==> config.mk <==
export PLATFORM = sky130hd
export DESIGN_NAME = command_frame_builder_crc16_core
export DESIGN_NICKNAME = d
export VERILOG_FILES = /design/src/cfb_pkg.sv /design/src/command_frame_builder_crc16_core.sv /design/src/cfb_front.sv /design/src/cfb_queue.sv /design/src/cfb_back.sv
export SDC_FILE = /design/constraint.sdc
export NUM_CORES = 1
export LEC_CHECK = 0
export ABC_AREA = 1
export BUFFER_PORTS_ARGS = -buffer_cell sky130_fd_sc_hd__buf_2
export CORE_ASPECT_RATIO = 0.9
export CORE_UTILIZATION = 51
export DETAILED_ROUTE_END_ITERATION = 6
export HOLD_SLACK_MARGIN = 0.02
export PLACE_DENSITY_LB_ADDON = 0.2
export SYNTH_ARGS = -nofsm -noshare
export SYNTH_HDL_FRONTEND = slang
export SYNTH_HIERARCHICAL = 1
export SYNTH_SLANG_ARGS = --single-unit
==> constraint.sdc <==
create_clock -name clk -period 5.8 [get_ports clk]
set_input_delay 1.16 -clock clk [delete_from_list [all_inputs] [get_ports clk]]
set_output_delay 1.16 -clock clk [all_outputs]
set_load 0.02 [all_outputs]
==> src/cfb_pkg.sv <==
package cfb_pkg;

  localparam int SHORT_BODY  = 6;
  localparam int LONG_BODY   = 11;
  localparam int BODY_MAX    = LONG_BODY;
  localparam int IDX_W       = $clog2(BODY_MAX + 2);
  localparam int QUEUE_DEPTH = 2;

  localparam logic [15:0] CRC_INIT = 16'hFFFF;
  localparam logic [15:0] CRC_POLY = 16'hA001;

  localparam logic KIND_SHORT = 1'b0;
  localparam logic KIND_LONG  = 1'b1;

  typedef struct packed {
    logic        kind;
    logic [7:0]  header;
    logic [7:0]  command;
    logic [15:0] address;
    logic [15:0] count_value;
    logic [7:0]  length_byte;
    logic [31:0] payload;
  } cfb_req_t;

  typedef struct packed {
    logic [7:0] frame_byte;
    logic       last_byte;
  } cfb_res_t;

  typedef struct packed {
    logic                     kind;
    logic [BODY_MAX-1:0][7:0] body;
  } cfb_desc_t;

  function automatic logic [15:0] crc_byte(input logic [15:0] crc_in, input logic [7:0] data);
    logic [15:0] c;
    c = crc_in ^ {8'h00, data};
    for (int b = 0; b < 8; b++) begin
      if (c[0]) begin
        c = (c >> 1) ^ CRC_POLY;
      end else begin
        c = c >> 1;
      end
    end
    return c;
  endfunction

endpackage

==> src/command_frame_builder_crc16_core.sv <==
// Path: input stage register, the queue, then the serializer's output register.
// Throughput: one byte per cycle during a frame of 8 (short) or 13 (long) bytes;
// frames follow with no gap while the queue holds the next one.
// Reset: synchronous, active low; clears the input stage, queue and serializer.
// The receiver cannot stall: each out_valid strobe is one byte transfer.
module command_frame_builder_crc16_core #(
  parameter int QDEPTH = cfb_pkg::QUEUE_DEPTH
) (
  input  logic              clk,
  input  logic              rst_n,
  input  logic              start,
  output logic              busy,
  input  cfb_pkg::cfb_req_t in_req,
  output logic              out_valid,
  output cfb_pkg::cfb_res_t out_res
);
  import cfb_pkg::*;

  logic      push;
  cfb_desc_t push_desc;
  logic      q_full;
  logic      pop;
  logic      q_nempty;
  cfb_desc_t q_desc;

  cfb_front u_front (
    .clk       (clk),
    .rst_n     (rst_n),
    .start     (start),
    .busy      (busy),
    .in_req    (in_req),
    .push      (push),
    .push_desc (push_desc),
    .q_full    (q_full)
  );

  cfb_queue #(
    .DEPTH (QDEPTH)
  ) u_queue (
    .clk       (clk),
    .rst_n     (rst_n),
    .push      (push),
    .push_desc (push_desc),
    .full      (q_full),
    .pop       (pop),
    .nempty    (q_nempty),
    .pop_desc  (q_desc)
  );

  cfb_back u_back (
    .clk       (clk),
    .rst_n     (rst_n),
    .q_nempty  (q_nempty),
    .q_desc    (q_desc),
    .pop       (pop),
    .out_valid (out_valid),
    .out_res   (out_res)
  );

endmodule

==> src/cfb_front.sv <==
module cfb_front (
  input  logic               clk,
  input  logic               rst_n,
  input  logic               start,
  output logic               busy,
  input  cfb_pkg::cfb_req_t  in_req,
  output logic               push,
  output cfb_pkg::cfb_desc_t push_desc,
  input  logic               q_full
);
  import cfb_pkg::*;

  logic      valid_r, valid_nxt;
  cfb_desc_t desc_r, desc_nxt;
  logic      accept;

  assign busy      = valid_r & q_full;
  assign accept    = start & ~busy;
  assign push      = valid_r & ~q_full;
  assign push_desc = desc_r;

  always_comb begin
    desc_nxt         = '0;
    desc_nxt.kind    = in_req.kind;
    desc_nxt.body[0] = in_req.header;
    desc_nxt.body[1] = in_req.command;
    desc_nxt.body[2] = in_req.address[15:8];
    desc_nxt.body[3] = in_req.address[7:0];
    if (in_req.kind == KIND_LONG) begin
      desc_nxt.body[4]  = in_req.count_value[15:8];
      desc_nxt.body[5]  = in_req.count_value[7:0];
      desc_nxt.body[6]  = in_req.length_byte;
      desc_nxt.body[7]  = in_req.payload[15:8];
      desc_nxt.body[8]  = in_req.payload[7:0];
      desc_nxt.body[9]  = in_req.payload[31:24];
      desc_nxt.body[10] = in_req.payload[23:16];
    end else begin
      desc_nxt.body[4] = in_req.payload[15:8];
      desc_nxt.body[5] = in_req.payload[7:0];
    end
  end

  always_comb begin
    valid_nxt = valid_r;
    if (accept) begin
      valid_nxt = 1'b1;
    end else if (push) begin
      valid_nxt = 1'b0;
    end
  end

  always_ff @(posedge clk) begin
    if (!rst_n) begin
      valid_r <= 1'b0;
    end else begin
      valid_r <= valid_nxt;
    end
  end

  always_ff @(posedge clk) begin
    if (accept) begin
      desc_r <= desc_nxt;
    end
  end

endmodule

==> src/cfb_queue.sv <==
module cfb_queue #(
  parameter int DEPTH = cfb_pkg::QUEUE_DEPTH
) (
  input  logic               clk,
  input  logic               rst_n,
  input  logic               push,
  input  cfb_pkg::cfb_desc_t push_desc,
  output logic               full,
  input  logic               pop,
  output logic               nempty,
  output cfb_pkg::cfb_desc_t pop_desc
);
  import cfb_pkg::*;

  localparam int PTR_W = (DEPTH > 1) ? $clog2(DEPTH) : 1;
  localparam int CNT_W = $clog2(DEPTH + 1);

  cfb_desc_t         mem [DEPTH];
  logic [PTR_W-1:0]  wr_ptr_r, wr_ptr_nxt;
  logic [PTR_W-1:0]  rd_ptr_r, rd_ptr_nxt;
  logic [CNT_W-1:0]  cnt_r, cnt_nxt;

  assign full     = (cnt_r == CNT_W'(DEPTH));
  assign nempty   = (cnt_r != '0);
  assign pop_desc = mem[rd_ptr_r];

  always_comb begin
    wr_ptr_nxt = wr_ptr_r;
    rd_ptr_nxt = rd_ptr_r;
    cnt_nxt    = cnt_r;
    if (push) begin
      wr_ptr_nxt = (wr_ptr_r == PTR_W'(DEPTH - 1)) ? '0 : wr_ptr_r + 1'b1;
    end
    if (pop) begin
      rd_ptr_nxt = (rd_ptr_r == PTR_W'(DEPTH - 1)) ? '0 : rd_ptr_r + 1'b1;
    end
    if (push && !pop) begin
      cnt_nxt = cnt_r + 1'b1;
    end else if (pop && !push) begin
      cnt_nxt = cnt_r - 1'b1;
    end
  end

  always_ff @(posedge clk) begin
    if (!rst_n) begin
      wr_ptr_r <= '0;
      rd_ptr_r <= '0;
      cnt_r    <= '0;
    end else begin
      wr_ptr_r <= wr_ptr_nxt;
      rd_ptr_r <= rd_ptr_nxt;
      cnt_r    <= cnt_nxt;
    end
  end

  always_ff @(posedge clk) begin
    if (push) begin
      mem[wr_ptr_r] <= push_desc;
    end
  end

endmodule

==> src/cfb_back.sv <==
module cfb_back (
  input  logic               clk,
  input  logic               rst_n,
  input  logic               q_nempty,
  input  cfb_pkg::cfb_desc_t q_desc,
  output logic               pop,
  output logic               out_valid,
  output cfb_pkg::cfb_res_t  out_res
);
  import cfb_pkg::*;

  logic             active_r, active_nxt;
  logic [IDX_W-1:0] idx_r, idx_nxt;
  logic [15:0]      crc_r, crc_nxt;
  cfb_desc_t        desc_r;
  logic             oval_r, oval_nxt;
  cfb_res_t         ores_r, ores_nxt;
  logic [IDX_W-1:0] body_len;
  logic             in_body;
  logic             at_lo;
  logic             at_last;
  logic [7:0]       body_byte;

  assign body_len  = (desc_r.kind == KIND_LONG) ? IDX_W'(LONG_BODY) : IDX_W'(SHORT_BODY);
  assign in_body   = idx_r < body_len;
  assign at_lo     = idx_r == body_len;
  assign at_last   = idx_r == body_len + 1'b1;
  assign pop       = (~active_r | at_last) & q_nempty;
  assign out_valid = oval_r;
  assign out_res   = ores_r;

  always_comb begin
    body_byte = 8'h00;
    for (int i = 0; i < BODY_MAX; i++) begin
      if (idx_r == IDX_W'(i)) begin
        body_byte = desc_r.body[i];
      end
    end
  end

  always_comb begin
    active_nxt = active_r;
    idx_nxt    = idx_r;
    crc_nxt    = crc_r;
    oval_nxt   = 1'b0;
    ores_nxt   = '0;
    if (active_r) begin
      oval_nxt = 1'b1;
      idx_nxt  = idx_r + 1'b1;
      if (in_body) begin
        ores_nxt.frame_byte = body_byte;
        crc_nxt             = crc_byte(crc_r, body_byte);
      end else if (at_lo) begin
        ores_nxt.frame_byte = crc_r[7:0];
      end else begin
        ores_nxt.frame_byte = crc_r[15:8];
        ores_nxt.last_byte  = 1'b1;
        active_nxt          = 1'b0;
      end
    end
    if (pop) begin
      active_nxt = 1'b1;
      idx_nxt    = '0;
      crc_nxt    = CRC_INIT;
    end
  end

  always_ff @(posedge clk) begin
    if (!rst_n) begin
      active_r <= 1'b0;
      oval_r   <= 1'b0;
    end else begin
      active_r <= active_nxt;
      oval_r   <= oval_nxt;
    end
  end

  always_ff @(posedge clk) begin
    idx_r  <= idx_nxt;
    crc_r  <= crc_nxt;
    ores_r <= ores_nxt;
    if (pop) begin
      desc_r <= q_desc;
    end
  end

endmodule
==> results by stage <==
Routing:
- The wire length on met1 is 13,000 um.
- The count of nets left with antenna violations after detail routing is 0.
- The average wire per cell in the routed design is ~16 um.
- In the routed layout, each cell is associated on average with a via count of roughly 4.9.
- Summed over all nets, wire length on met3 after detailed routing comes to 1180 um.
- The met2 wire length is between 10,000 and 15,000 um.
- The via count is ~8,200.
- The final wirelength is ~27,000 um.
- The DRC violation total after the first TritonRoute iteration is 522.
- The highest routed metal layer is met4.
- The total DRC errors in the routed layout is 1.
- The iteration count of the initial detailed-routing pass is 7.

CTS:
- Clock tree synthesis selected as its root buffer the cell clkbuf_16.
- Gates resized during post-CTS repair numbered 0.
- The count of buffers added by post-CTS timing repair for setup is 0.
- The worst-skew pair later-pin latency is 0.52 ns.
- The number of sinks handled by clock tree synthesis is 393.
- Clock-pin slew was measured on the worst setup and hold paths at roughly 0.06 ns.
- The clock tree from TritonCTS is done.
- The number of buffers added to fix hold violations after cts is 0.
- The H-tree generated during clock tree synthesis spans 2 levels.
- The maximum clock insertion buffer count is 3.
- Clock tree synthesis inserted a total of 39 buffers.

Synthesis:
- The cell count after synthesis is 1,112.
- After synthesis the netlist holds a flip-flop and latch count of 393.
- The synthesized design contains 356 enable-type register cells.
- The cell taking the most area after synthesis is edfxtp_1.
- Sorting the synthesized cells by area gives the leading types as edfxtp_1 69%, mux2_2 5.8%, nand2_1 5.3%.
- The dominant synthesized flop cell is edfxtp_1.
- The distinct cell type count after synthesis is 41.
- The total nets after synthesis is about 1,200.
- A synthesized cell averages 13.9 um^2.
- The portion of synthesized cell area occupied by the leading cell type is 69.2%.
- The cell area after synthesis is ~0.015 mm^2.
- The Yosys step of the flow raised 6 warnings.
- Sequential elements use 74.0% of the synthesized area.
- The fraction of registers with async set or reset after synthesis is 0%.

Timing:
- Setup violations remaining at the end of the flow were counted as 0.
- Summed over all failing endpoints, the final setup total negative slack is 0 ns.
- For the pin with the worst max-slew slack, the measured transition is 1.21 ns.
- The count of pins over their slew limit is 0.
- The clock skew after layout is 0.0122 ns.
- Setup repair after global routing left no endpoint under its margin.
- The worst path in the final design needs a cycle of between 3 and 4 ns, including I/O delays and setup.
- Measured against its own limit, the worst slew margin works out to 18.9%.
- The worst setup margin is 2.45 ns.
- The final hold violation count is 0.
- After layout, the worst path uses between 50% and 60% of the clock period.
- The highest clock frequency the design can meet is 0.298 GHz.

Die:
- The row count is 60.
- The overall die height is about 170 um.
- The die is 185 um wide.
- The die covers roughly 0.031 mm^2.
- The core outline area is 0.0298 mm^2.
- The number of placed I/O pins is 103.
- Once the floorplan was initialized, standard cells occupied 51.8% of the core.

Hold path:
- The tightest min-delay check is of the register to register type.

Power and ir drop:
- After layout, the design draws a total of 8.81 mW.
- IR analysis of the VDD net gives a maximum drop of 0.282 mV.
- The static leakage power is between 6 and 7 nW.
- Power spread over the standard cell area amounts to between 500 and 600 mW/mm^2.

Place:
- At the end of routability-driven placement, the weighted congestion stood at 0.830.
- Timing analysis after detailed placement gives a worst setup slack of 2.48 ns.
- The estimated wirelength of the detail-placed design is about 17,000 um.
- The number of I/O port buffers is 102.

Worst setup path:
- The capturing instance or port of the critical path is u_back/crc_r[15].
- STA classifies the critical path endpoint as a register.
- The most repeated library cell on the critical path is nand2_1.
- The launch point of the worst reg-to-reg path is u_back/idx_r[2].
- The required time at the endpoint of the critical path is 6.21 ns.
- The number of cell instances on the worst register-to-register path is 23.
- The endpoint identified for the worst register-to-register timing path is u_back/crc_r[15].
- Traced cell by cell, the critical path runs through nor2_2 > nand2_2 > or2_1 > nand3_1 > nand3_1 > nand2_1 > nand2_1 > nand2_1 > nand3_1 > nand2_1 > nand2_2 > nand2_2 > nand2_1 > nand2_1 > nand2_1 > nand3_2 > nand2_1 > inv_1 > nand3_2 > nand3_1 > nand3_1 > o21ai_1 > inv_1.
- STA classifies the critical path startpoint as a register.
- The slowest stage of the critical path belongs to the cell nor2_2.
- The worst setup path is of the register to register kind.
- Along the worst path, the maximum fanout reaches 16.
- The flop-to-flop setup slack is 2.45 ns.
- The source of the critical timing path is u_back/idx_r[2].
- Data arrives at the worst endpoint at 3.76 ns.
- The largest single stage delay on the critical path is 0.47 ns.

Finish:
- In the layout the commonest cells are 356 x edfxtp_1, 217 x nand2_1, 122 x inv_1.
- The number of antenna diodes in the final layout is 0.
- The most common cell after layout, fill and taps aside is edfxtp_1.
- The final layout contains ~1,300 nets.
- Relative to the synthesized area, the layout overhead comes to 13.5%.
- Counting the fill cells in the layout gives 2,355.
- The share of final-layout standard cells stronger than drive strength 1 is 25.5%.

GRT:
- The number of antenna violations at the first check in global routing came to 0.
- The wire length of the first global-routing pass is between 40,000 and 50,000 um.
- The total congestion overflow is 0.
- The maximum number of pins on one net before global-route repair is 74.
- Global routing consumed, over all layers together, 17.9% of the routing resources.
- The number of global-route vias before repair is about 8,000.

Run status:
- The checks that failed: DRC.
- The flow ran to the end, but the final reports show violations.

Flow run:
- Across the run, the number of max-cap violations was 0.
[metrics by stage]
stage | area (um^2) | instances | utilization [%] | hold WS, ns
floorplan | 15400 | 1112 | - | 0.421
global placement | 16300 | 1596 | 54.8 | 0.422
detailed placement | 16300 | 1596 | 54.8 | 0.429
CTS | 17500 | 1662 | 58.8 | 0.443
global route | 17500 | 1662 | 58.8 | 0.446
finish | 17500 | 1662 | 58.8 | 0.443
[metal layers]
metal | global-route usage [%] | vias up
met5 | 0 | -
met4 | 4.71 | 0
met3 | 2.91 | 42
met2 | 27.2 | 180
met1 | 26.9 | 3924
li1 | - | 4074
[synthesized netlist by cell type (2+ instances only)]
| cell type | count |
|---|---|
| a21oi_1 | 20 |
| a22oi_1 | 5 |
| buf_2 | 11 |
| buf_4 | 7 |
| buf_6 | 6 |
| clkbuf_1 | 3 |
| dfxtp_1 | 37 |
| edfxtp_1 | 356 |
| ha_1 | 8 |
| inv_1 | 124 |
| inv_2 | 8 |
| mux2_2 | 79 |
| mux2_4 | 10 |
| nand2_1 | 217 |
| nand2_2 | 26 |
| nand2_4 | 4 |
| nand3_1 | 44 |
| nand3_2 | 9 |
| nand3b_1 | 2 |
| nand4_1 | 4 |
| nor2_1 | 59 |
| nor2_2 | 3 |
| nor2_4 | 3 |
| o211ai_1 | 2 |
| o21ai_0 | 16 |
| o21ai_1 | 16 |
| o22ai_1 | 7 |
| o31ai_1 | 2 |
| or2_1 | 4 |
| or2_2 | 9 |
[registers in the layout, summed over array words and instances, names as in the netlist, named ones only]
signal / count
u_front/valid_r: 1
u_queue/rd_ptr_r: 1
u_back/out_valid: 1
u_queue/wr_ptr_r: 1
u_back/active_r: 1
u_back/idx_r: 4
u_front/push_desc: 89
u_back/crc_r: 16
u_queue/cnt_r: 2
u_back/desc_r: 89
u_queue/mem: 178
u_back/out_res: 9
[report_power, final]
group	switching (mW)	internal [mW]
Sequential	0.236	3.82
Clock	0.985	1.36
Combinational	1.59	0.814
Total	2.81	5.99
[worst min-delay path by stage]
stage / from / end / slack [ns] / depth (start not counted)
6_report: u_front/push_desc[76] / u_queue/mem[0][76] / 0.44 / 0
5_1_grt: u_front/push_desc[76] / u_queue/mem[1][76] / 0.45 / 0
4_1_cts: u_front/push_desc[76] / u_queue/mem[0][76] / 0.44 / 0
3_5_place_dp: u_front/push_desc[76] / u_queue/mem[0][76] / 0.43 / 0
3_3_place_gp: u_front/push_desc[3] / u_queue/mem[1][3] / 0.42 / 0
2_1_floorplan: u_front/push_desc[0] / u_queue/mem[0][0] / 0.42 / 0
[critical path, delay by kind of cell, from the launching register on]
| kind | cells | cell delay, ns |
|---|---|---|
| buffers and inverters | 2 | 0.11 |
| and+or+nand+nor | 20 | 2.56 |
| DFF | 1 | 0.44 |
| AOI/OAI and AO/OA | 1 | 0.11 |
[area by class of cell]
class | instances | area [um^2] | area share (%)
multi-input combinational | 558 | 3330 | 19.0
sequential | 393 | 11400 | 65.2
timing repair buffer | 109 | 576 | 3.28
clock inverter | 19 | 155 | 0.885
clock buffer | 47 | 1040 | 5.91
tap | 403 | 504 | 2.87
inverter | 133 | 504 | 2.87
[kinds of logic after synthesis]
family / synth area share [%]
AOI/OAI and AO/OA: 2.61
and+or+nand+nor: 11.3
DFF: 74.0
buffers and inverters: 4.55
xor gates and xnor gates: 0.113
adders and majority gates: 0.648
muxes: 6.80
Power figures use the tool's default switching activity.
